<file path="src/rtl/btm_pkg.sv">
// btm_pkg: shared widths, codes and command/status types for the bitmap trie core
// depends on: nothing
package btm_pkg;

    // payload widths
    localparam int LETTER_W  = 8;
    localparam int INDEX_W   = 12;
    localparam int ALPHA_W   = 7;
    localparam int CFG_IDX_W = 1;
    localparam int CFG_DAT_W = 7;

    // bitmap word geometry
    localparam int WORD_BITS = 64;
    localparam int BIT_SEL_W = 6;

    // letter and index constants
    localparam logic [LETTER_W-1:0] LETTER_A     = 8'd97;
    localparam logic [ALPHA_W-1:0]  ALPHA_MAX    = 7'd64;
    localparam logic [INDEX_W-1:0]  POISON_INDEX = 12'hFFF;
    localparam int                  POISON_INT   = 4095;

    // reset value of the alphabet size configuration register
    localparam logic [ALPHA_W-1:0] ALPHA_RESET = 7'd4;

    // operation codes
    localparam logic FUNC_INSERT = 1'b0;
    localparam logic FUNC_SEARCH = 1'b1;

    // configuration register indexes
    localparam logic [CFG_IDX_W-1:0] CFG_ALPHABET_SIZE = 1'd0;
    localparam logic [CFG_IDX_W-1:0] CFG_ZERO_BASED    = 1'd1;

    // controller to datapath commands
    typedef struct packed {
        logic clear;
        logic load_in;
        logic calc;
        logic update;
    } btm_cmd_t;

    // datapath to controller status
    typedef struct packed {
        logic clear_done;
    } btm_status_t;

endpackage

</file>
<file path="src/rtl/btm_ctrl.sv">
// btm_ctrl: controller state machine sequencing clear pass, index, read and update
// depends on: btm_pkg
module btm_ctrl (
    input  logic                 clk,
    input  logic                 rst_n,
    input  logic                 in_valid,
    output logic                 in_ready,
    output logic                 out_valid,
    input  logic                 out_ready,
    output btm_pkg::btm_cmd_t    cmd,
    input  btm_pkg::btm_status_t status
);

    typedef enum logic [2:0] {
        ST_CLEAR,
        ST_IDLE,
        ST_CALC,
        ST_READ,
        ST_UPDATE
    } state_t;

    state_t state_reg, state_next;
    logic   out_valid_reg, out_valid_next;
    logic   out_free;

    // output register can take a word when empty or being drained
    assign out_free = !out_valid_reg || out_ready;

    // next state and commands
    always_comb
    begin
        state_next     = state_reg;
        out_valid_next = out_valid_reg && !out_ready;
        cmd            = '0;
        case (state_reg)
            ST_CLEAR:
            begin
                cmd.clear = 1'b1;
                if (status.clear_done)
                begin
                    state_next = ST_IDLE;
                end
            end
            ST_IDLE:
            begin
                if (in_valid)
                begin
                    cmd.load_in = 1'b1;
                    state_next  = ST_CALC;
                end
            end
            ST_CALC:
            begin
                cmd.calc   = 1'b1;
                state_next = ST_READ;
            end
            ST_READ:
            begin
                state_next = ST_UPDATE;
            end
            ST_UPDATE:
            begin
                if (out_free)
                begin
                    cmd.update     = 1'b1;
                    out_valid_next = 1'b1;
                    state_next     = ST_IDLE;
                end
            end
            default:
            begin
                state_next = ST_IDLE;
            end
        endcase
    end

    // state and registered outputs
    always_ff @(posedge clk or negedge rst_n)
    begin
        if (!rst_n)
        begin
            state_reg     <= ST_CLEAR;
            out_valid_reg <= 1'b0;
        end
        else
        begin
            state_reg     <= state_next;
            out_valid_reg <= out_valid_next;
        end
    end

    assign in_ready  = (state_reg == ST_IDLE);
    assign out_valid = out_valid_reg;

endmodule

</file>
<file path="config.mk">
export PLATFORM = sky130hd
export DESIGN_NAME = btm_ctrl
export DESIGN_NICKNAME = d
export VERILOG_FILES = /design/src/rtl/btm_pkg.sv /design/src/rtl/btm_ctrl.sv
export SDC_FILE = /design/constraint.sdc
export NUM_CORES = 1
export LEC_CHECK = 0
export ABC_CLOCK_PERIOD_IN_PS = 1300
export CAP_MARGIN = 10
export CORE_AREA = 2 2 39 41
export DETAILED_ROUTE_END_ITERATION = 10
export DIE_AREA = 0 0 41 43
export DONT_BUFFER_PORTS = 1
export PLACE_DENSITY = 0.3
export SYNTH_ARGS = -nofsm -noshare
export SYNTH_HDL_FRONTEND = slang
export SYNTH_SLANG_ARGS = --single-unit
</file>
<file path="constraint.sdc">
create_clock -name clk -period 1.3 [get_ports clk]
set_clock_uncertainty 0.05 [all_clocks]
set_input_delay 0.195 -clock clk [delete_from_list [all_inputs] [get_ports clk]]
set_output_delay 0.195 -clock clk [all_outputs]
set_load 0.01 [all_outputs]
</file>
== Word level (Yosys, flattened, before mapping) ==
Index checks and enable logic that the tools add are counted.
Operators by class
  multiplexer cells: 12
  equal/unequal tests: 7
  reduce and logical (&&, ||, !) cells: 6
Operators by type and width (number)
  $pmux 3 s5: 1
  $mux 3: 3
  $mux 1: 8
  $eq 3x2->1 const B: 2
  $ne 2x2->1 const B: 3
  $eq 3x1->1 const B: 1
  $eq 3x3->1 const B: 1
  $logic_not 3->1: 1
  $reduce_and 3->1: 1
  $logic_not 1->1: 2
  $logic_and 1x1->1: 1
  $logic_or 1x1->1: 1
Storage, ports and cells
  logic and storage cells: 27
  output and inout bits: 6
  bits of input ports: 5
  register bits after elaboration: 4

== Depth between registers and ports, before layout ==
Gate-level depths: netlist of the first run.
  depth in word-level cells: 4
  mapped depth: 3
  depth with buffers taken out: 3

== Worst setup path after synthesis of the first run ==
Ideal clock, no wire load.
  path kind: register to output
  start: register state_reg[1]
  end: output port cmd[0] (netlist bit)
  buffers on the path: 0
  slack: 1 ps
  data arrival time: 1054 ps
  stages on the path, launching flop included: 3
  required time: 1055 ps
  cell sequence: dfrtp_1 -> or3b_4 -> nor2b_1
RTL lines
  start: declaration: RTL line btm_ctrl.sv:22  | state_t state_reg, state_next;
  start signal: assignment: RTL line btm_ctrl.sv:87  | state_reg <= state_next;
  end: declaration: RTL line btm_ctrl.sv:10  | output btm_pkg::btm_cmd_t cmd,

==> impl_metrics.tcl, run 1 <==
set metrics [dict create \
    hpwl_um 416.2 \
    vias 197 \
    clk_pin_slew_ns 0.04 \
    synthTopCellsByArea "dfrtp_1 47%, nand2b_1 8.9%, nor2_1 7.1%" \
    status "finished, violations left" \
    power_leakage_uw 0.0001704 \
    root_buffer "clkbuf_4" \
    initialDrtViolationCount 0 \
    cts_buffer_depth 2 \
    area_growth_pct 72.19 \
    combPwrFrac 0.591 \
    drc 0 \
    power_per_cell_area_nw_per_um2 2475 \
    die-area_um2 1763 \
    grt_pass1_vias 218 \
    ant_nets 0 \
    htreeDepth 1 \
    seqPwrFrac 0.243 \
    grt_pass1_wl_um 945 \
    crit_fanout 3 \
    numCtsBuffers 3 \
    crit_required_ns 1.05 \
    slew-limit-headroom 0.8194 \
    layout_min_cycle_time_ns 1.425 \
    portBuffers 0 \
    diodes 0 \
    grt_max_degree 8 \
    synthArstFlopShare 1.000 \
    cp.arrival_ns 1.18 \
    fin_crit_sh 1.096 \
    power_switching_uw 349.4 \
    min_path_type "in2reg" \
    core_um2 1384 \
    cts_sinks 4 \
    hold_viol 0 \
    rows 14 \
    postSynthCellCount 23 \
    clkPwrFrac 0.166 \
    synth_top_area_share 0.4734 \
    multi_input_area_um2 147.6 \
    ys_ff_latch 4 \
    maxSlewViolCount 0 \
    gp_congestion 0.6877 \
    max_slew.worst_pin.slew_ns 0.2684 \
    yosysTopAreaCell "dfrtp_1" \
    synth_ff_type "dfrtp_1" \
    largest_register_ffs 3 \
    fmax_mhz 701.7 \
    cts_tree "yes" \
    gr-total-overflow 0 \
    synth_cell_types 14 \
    fin_hold_ws_ns 0.09540 \
    grt_use_total 0.08661 \
    ys_warn_count 0 \
    chipWidth_um 41 \
    clk_latency_ns 0.23 \
    synth_nets 28 \
    place_inst 46 \
    floorplan.die.height_um 43 \
    violations "setup timing" \
    via_per_inst 3.940 \
    cp-start-kind "flip-flop" \
    ioPinCount 11 \
    nets 41 \
    internal_power_uw 551.8 \
    swShare 0.3877 \
    max_cap_violations 0 \
    synth_edf_count 0 \
    drt_wl_total_um 577 \
    drtPass1Iterations 1 \
    initial_core_util 0.1528 \
    setup_slack_ns -0.1251 \
    cp-end-kind "output port" \
    avgRoutedWirePerCell_um 11.54 \
    setup_viol 2 \
    ys_top_cells_by_count "4 x dfrtp_1, 4 x nor2_1, 3 x nand2b_1" \
    seq_area_frac_synth 0.4734 \
    seq_area_um2 100.1 \
    fill_cells 147 \
    rsz0062_at_grt "true" \
    antenna_found_initial 0 \
    layout-drive-gt1-share 0.5588 \
    stdcell_count 50 \
    syn_avg_cell_area_um2 9.194 \
    syn_area_um2 211.5 \
    worstSetupPathType "reg2out" \
    dp_slack_ns 0.07650 \
    postLayoutCoreUtil 0.2631 \
    vdd_drop_max_mv 0.6788 \
]
==> stage by stage <==
| stage | TNS [ns] | cell area (µm²) | power [µW] |
|---|---|---|---|
| after floorplan | 0 | 211.5 | 435.1 |
| after global placement | 0 | 284.0 | 630.5 |
| after detailed placement | 0 | 284.0 | 630.5 |
| after CTS | -0.1936 | 356.6 | 892.9 |
| after global routing | -0.3508 | 364.1 | 977.6 |
| final | -0.1431 | 364.1 | 901.2 |
==> cells by family (layout without fill, tap and decap cells) <==
group                  after synthesis  in the layout  synth area share
AND/OR/NAND/NOR                     16             16            0.4261
flip-flops                           4              4            0.4734
AO/OA/AOI/OAI                        2              2           0.08281
buffers and inverters                1             12           0.01773
==> placed cells by master, fill, tap and decap left out <==
master,n
a21oi_1,1
buf_4,5
buf_6,2
clkbuf_4,3
dfrtp_1,4
dlygate4sd3_1,1
inv_1,1
nand2_1,1
nand2b_1,1
nand2b_4,2
nand3_1,1
nor2_1,3
nor2_2,1
nor2_4,1
nor2b_4,1
nor3_1,1
nor3_2,1
nor3b_2,1
nor4_1,1
o22ai_2,1
or3b_4,1
==> metal layers <==
layer / up-vias / routed length (µm) / track usage
li1: 100 / - / -
met1: 90 / 205 / 0.08442
met2: 7 / 316 / 0.1219
met3: 0 / 55 / 0.04712
met4: 0 / 0 / 0.08000
met5: - / 0 / 0
==> final timing paths <==
kind,from,end,slack (ns),cells after the start
max,state_reg[0]$_DFFE_PN0P_,cmd[0],-0.13,2
min,in_valid,state_reg[1]$_DFFE_PN0P_,0.1,2
max reg2reg,state_reg[0]$_DFFE_PN0P_,state_reg[0]$_DFFE_PN0P_,0.04,4
min reg2reg,state_reg[1]$_DFFE_PN0P_,out_valid$_DFF_PN0_,0.54,2
max in group asynchronous,rst_n,out_valid$_DFF_PN0_,0.85,1
min in group asynchronous,rst_n,state_reg[1]$_DFFE_PN0P_,0.18,1
==> power by group through the flow <==
stage	Sequential (µW)	Clock (µW)	Combinational (µW)
after floorplan	238	0	197
after global placement	216	0	414
after detailed placement	216	0	414
after CTS	215	160	518
after global routing	227	178	573
final	219	150	533
==> timing repair <==
action                     4_1_cts  5_1_grt
hold buffers                     1        0
setup buffers                    0        0
pin swaps                        2        1
hold endpoints to repair         4        0
setup endpoints to repair        4        5
resized for setup                8        2
==> cell type report <==
cell class,instances,share of cell area
clock buffer,3,0.06186
multi-input combinational,18,0.4055
inverter,1,0.01031
timing repair buffer,8,0.1924
sequential,4,0.2749
tap,16,0.05498
==> critical path, stage by stage, from the launching register on <==
cell,delay [ns]
dfrtp_1,0.38
or3b_4,0.41
nor2b_4,0.15
Note: power is estimated with default switching activity, not from simulation.
==> run 2, diff against run 1 <==
==> constraint.sdc (replaced) <==
create_clock -name clk -period 1.3 [get_ports clk]
set_clock_uncertainty 0.05 [all_clocks]
set_input_delay 0 -clock clk [delete_from_list [all_inputs] [get_ports clk]]
set_output_delay 0 -clock clk [all_outputs]
set_load 0.01 [all_outputs]
==> impl_metrics.tcl, run 2 (same netlist as run 1, synthesis figures left out) <==
set metrics [dict create \
    power_leakage_uw 0.0001590 \
    area_growth_pct 63.90 \
    r2r_cells 3 \
    largest_register_ffs 3 \
    cp.arrival_ns 1.22 \
    final_cell_mix "5 x dlygate4sd3_1, 4 x nor2_1, 4 x dfrtp_1, 4 x buf_4" \
    diodes 0 \
    postLayoutCoreUtil 0.2505 \
    fin_crit_sh 0.9770 \
    portBuffers 0 \
    ff2ff_setup_slack_ns 0.13 \
    worstSetupPathType "reg2out" \
    floorplan.die.height_um 43 \
    maxSlewViolCount 0 \
    clk_pin_slew_ns 0.04 \
    combPwrFrac 0.493 \
    layout-drive-gt1-share 0.3429 \
    grt_pass1_vias 194 \
    initial_core_util 0.1528 \
    grtUsageMet2 0.08750 \
    use_met1 0.07869 \
    crit_required_ns 1.25 \
    root_buffer "clkbuf_4" \
    clkPwrFrac 0.203 \
    crit_fanout 4 \
    reg2reg_to "state_reg[0]$_DFFE_PN0P_" \
    max_cap_violations 0 \
    via_per_inst 4.078 \
    rows 14 \
    status "completed" \
    grt_use_total 0.07374 \
    holdPathEnd "cmd[2]" \
    rsz0062_at_grt "true" \
    final_common_cell "dlygate4sd3_1" \
    cts_tree "yes" \
    die-area_um2 1763 \
    antenna_found_initial 0 \
    timing.rr.start "state_reg[0]$_DFFE_PN0P_" \
    hold_viol 0 \
    htreeDepth 1 \
    numCtsBuffers 3 \
    clk_latency_ns 0.23 \
    fmax_mhz 787.3 \
    multi_input_area_um2 120.1 \
    cts_sinks 4 \
    vias 208 \
    cp-end-kind "output port" \
    fill_cells 158 \
    grt_max_degree 8 \
    swShare 0.3894 \
    initialDrtViolationCount 3 \
    ioPinCount 11 \
    ant_nets 0 \
    drtPass1Iterations 2 \
    seqPwrFrac 0.304 \
    power_switching_uw 288.4 \
    setup_viol 0 \
    slew-limit-headroom 0.7487 \
    hpwl_um 361.1 \
    min_path_type "in2out" \
    cts_buffer_depth 2 \
    gr-total-overflow 0 \
    use_met3 0.06283 \
    gp_congestion 0.6141 \
    drc 0 \
    layout_min_cycle_time_ns 1.270 \
    chipWidth_um 41 \
    internal_power_uw 452.3 \
    power_per_cell_area_nw_per_um2 2137 \
    core_um2 1384 \
    max_slew.worst_pin.slew_ns 0.3741 \
    grt_most_used_layer "met2" \
    drt_wl_total_um 489 \
    avgRoutedWirePerCell_um 9.588 \
    seq_area_um2 100.1 \
    vdd_drop_max_mv 0.6276 \
    crit_path_start "state_reg[0]$_DFFE_PN0P_" \
    fin_hold_ws_ns 0.1036 \
    min_path_cells 1 \
    grt_pass1_wl_um 779 \
    nets 42 \
    cp-start-kind "flip-flop" \
    hold_path_startpoint "in_valid" \
]
==> run 2: critical path, stage by stage, from the launching register on <==
cell	delay (ns)
dfrtp_1	0.39
or3b_4	0.45
nor2b_4	0.14
==> run 2: stage by stage <==
| step | cells | instance area, µm² | setup TNS [ns] | setup WS (ns) | total power [µW] |
|---|---|---|---|---|---|
| after floorplan | 23 | 211.5 | 0 | 0.1483 | 435.1 |
| final | 51 | 346.6 | 0 | 0.02991 | 740.7 |
| after detailed placement | 40 | 239.0 | 0 | 0.1353 | 499.9 |
| after global routing | 51 | 346.6 | -0.02248 | -0.02248 | 803.0 |
| after CTS | 48 | 324.1 | 0 | 0.006912 | 693.9 |
| after global placement | 40 | 239.0 | 0 | 0.1396 | 504.5 |
==> run 2: metal layers <==
layer	vias to the layer above	share of wire
met5	-	0
met4	0	0
met3	0	0.092
met2	6	0.52
met1	99	0.39
li1	103	-
==> run 2: how the worst max path moves through the flow <==
stage / to / slack (ns) / cells past startpoint
CTS: cmd[0] / 0.007 / 2
floorplan: state_reg[0]$_DFFE_PN0P_ / 0.15 / 3
detailed placement: state_reg[0]$_DFFE_PN0P_ / 0.14 / 3
global route: cmd[0] / -0.02 / 2
global placement: state_reg[0]$_DFFE_PN0P_ / 0.14 / 3
finish: cmd[0] / 0.03 / 2
==> run 2: cell type report <==
class                           instances  area share
Sequential cell                         4      0.2888
Clock buffer                            3     0.06498
Timing Repair Buffer                    9      0.2310
Tap cell                               16     0.05776
Inverter                                1     0.01083
Multi-Input combinational cell         18      0.3466
==> run 2: power groups by stage <==
stage	clock, µW	sequential [µW]	combinational [µW]
6_report	150	225	366
5_1_grt	169	233	401
3_3_place_gp	0	238	267
2_1_floorplan	0	238	197
4_1_cts	161	234	298
3_5_place_dp	0	235	265
==> run 2: repair_timing <==
item	CTS	global route
buffers inserted	0	3
pin swaps	0	1
hold endpoints to repair	7	0
gates resized for setup	3	0
setup endpoints to repair	2	1
hold buffers	5	0
==> run 3, diff against run 2 <==
--- a/config.mk
+++ b/config.mk
@@ -7,11 +7,14 @@
 export LEC_CHECK = 0
 export ABC_CLOCK_PERIOD_IN_PS = 1300
 export CAP_MARGIN = 10
+export CELL_PAD_IN_SITES_DETAIL_PLACEMENT = 1
+export CELL_PAD_IN_SITES_GLOBAL_PLACEMENT = 1
 export CORE_AREA = 2 2 39 41
+export CTS_CLUSTER_SIZE = 12
 export DETAILED_ROUTE_END_ITERATION = 10
 export DIE_AREA = 0 0 41 43
 export DONT_BUFFER_PORTS = 1
-export PLACE_DENSITY = 0.3
+export PLACE_DENSITY = 0.31
 export SYNTH_ARGS = -nofsm -noshare
 export SYNTH_HDL_FRONTEND = slang
 export SYNTH_SLANG_ARGS = --single-unit
==> impl_metrics.tcl, run 3 (same netlist as run 1, synthesis figures left out) <==
set metrics [dict create \
    status "completed" \
    ant_nets 0 \
    postLayoutCoreUtil 0.2514 \
    final_cell_mix "5 x dlygate4sd3_1, 4 x nor2_1, 4 x buf_4" \
    fill_cells 168 \
    power_per_cell_area_nw_per_um2 2179 \
    crit_fanout 5 \
    cts_buffer_depth 2 \
    initialDrtViolationCount 1 \
    clk_pin_slew_ns 0.04 \
    crit_required_ns 1.25 \
    fin_crit_sh 0.9590 \
    nets 42 \
    cts_tree "yes" \
    dp_slack_ns 0.1461 \
    power_uw 757.9 \
    initial_core_util 0.1528 \
    core_um2 1384 \
    max_cap_violations 0 \
    portBuffers 0 \
    floorplan.die.height_um 43 \
    via_per_inst 4.157 \
    layout_min_cycle_time_ns 1.247 \
    final_common_cell "dlygate4sd3_1" \
    tns_ns 0 \
    dpl_cell_area_um2 239.0 \
    slowest_delay_ns 0.43 \
    ioPinCount 11 \
    avgRoutedWirePerCell_um 11.63 \
    die-area_um2 1763 \
    hpwl_um 426.1 \
    largest_register_ffs 3 \
    setup_slack_ns 0.05327 \
    root_buffer "clkbuf_4" \
    gp_congestion 0.6588 \
    cp-end-kind "output port" \
    cp-start-kind "flip-flop" \
    power_leakage_uw 0.0001575 \
    crit_family "simple AND/OR/NAND/NOR gates" \
    antenna_found_initial 0 \
    cp.arrival_ns 1.20 \
    clk_latency_ns 0.23 \
    seq_area_um2 101.3 \
    area_growth_pct 64.50 \
    rows 14 \
    numCtsBuffers 3 \
    cp.buffers_inverters 0 \
    diodes 0 \
    final_area_um2 347.8 \
    htreeDepth 1 \
    grt_pass1_wl_um 876 \
    gr-total-overflow 0 \
    grt_use_total 0.08442 \
    worstSetupPathType "reg2out" \
    setup_viol 0 \
    cts_sinks 4 \
    rsz0062_at_grt "false" \
    vdd_drop_max_mv 0.5274 \
    chipWidth_um 41 \
    maxSlewViolCount 0 \
    fmax_mhz 802.1 \
    layout-drive-gt1-share 0.3714 \
    slew-limit-headroom 0.7602 \
    vias 212 \
    crit_chain "or3b_4, nor2b_4" \
    drc 0 \
    hold_viol 0 \
    drt_wl_total_um 593 \
    drtPass1Iterations 2 \
    grt_max_degree 8 \
    min_path_type "in2out" \
    multi_input_area_um2 120.1 \
    cpMaxStageDelayCell "or3b_4" \
    grt_pass1_vias 208 \
    max_slew.worst_pin.slew_ns 0.3570 \
]
run 3: cell types whose count changed in the layout (fill, tap and decap cells not counted):
| cell | previous run | this run |
|---|---|---|
| dfrtp_2 | 0 | 1 |
| dfrtp_1 | 4 | 3 |
run 3: where the power goes:
part,switching [µW],leakage (µW),total [µW],internal [µW]
clock,50.3,0.0000138,154,103
combinational,209,0.0000941,382,173
sequential,42.7,0.0000496,222,180
total,302,0.000158,758,456
run 3: per-stage QoR:
step	std cells	hold slack, ns
finish	51	0.1026
global route	51	0.1057
CTS	48	0.1045
detailed placement	40	-0.3454
global placement	40	-0.3454
floorplan	23	-0.3456
run 3: final timing paths:
path,slack [ns],cells past startpoint,to,from
min,0.10,1,cmd[2],in_valid
max reg2reg,0.16,3,state_reg[0]$_DFFE_PN0P_,state_reg[2]$_DFFE_PN0P_
max,0.05,2,cmd[0],state_reg[2]$_DFFE_PN0P_
max in group asynchronous,0.48,2,state_reg[2]$_DFFE_PN0P_,rst_n
min reg2reg,0.54,2,state_reg[1]$_DFFE_PN0P_,state_reg[2]$_DFFE_PN0P_
min in group asynchronous,0.53,2,out_valid$_DFF_PN0_,rst_n
run 3: worst reg2reg max path, stage by stage (launching register included):
cell     delay (ns)
dfrtp_2        0.39
or3b_4         0.43
nor2_2         0.09
nor3_1         0.05
run 3: repair_timing:
item,in CTS,in global routing
pin swaps,0,1
endpoints found under the hold margin,7,0
endpoints found under the setup margin,2,2
gates resized for setup,3,1
hold buffers,5,0
buffers inserted,0,3
cloned,0,0
run 3: metal layers:
layer / global-route usage / part of all wire / up-vias
li1: - / - / 105
met1: 0.09355 / 0.43 / 98
met2: 0.09688 / 0.46 / 7
met3: 0.03141 / 0.084 / 2
met4: 0.1200 / 0.020 / 0
met5: 0 / 0 / -
run 3: layout make-up:
cell class	count	share of cell area
clock buffers	3	0.06475
multi-input cells	18	0.3453
repair buffers	9	0.2302
well taps	16	0.05755
flip-flops and latches	4	0.2914
inverters	1	0.01079
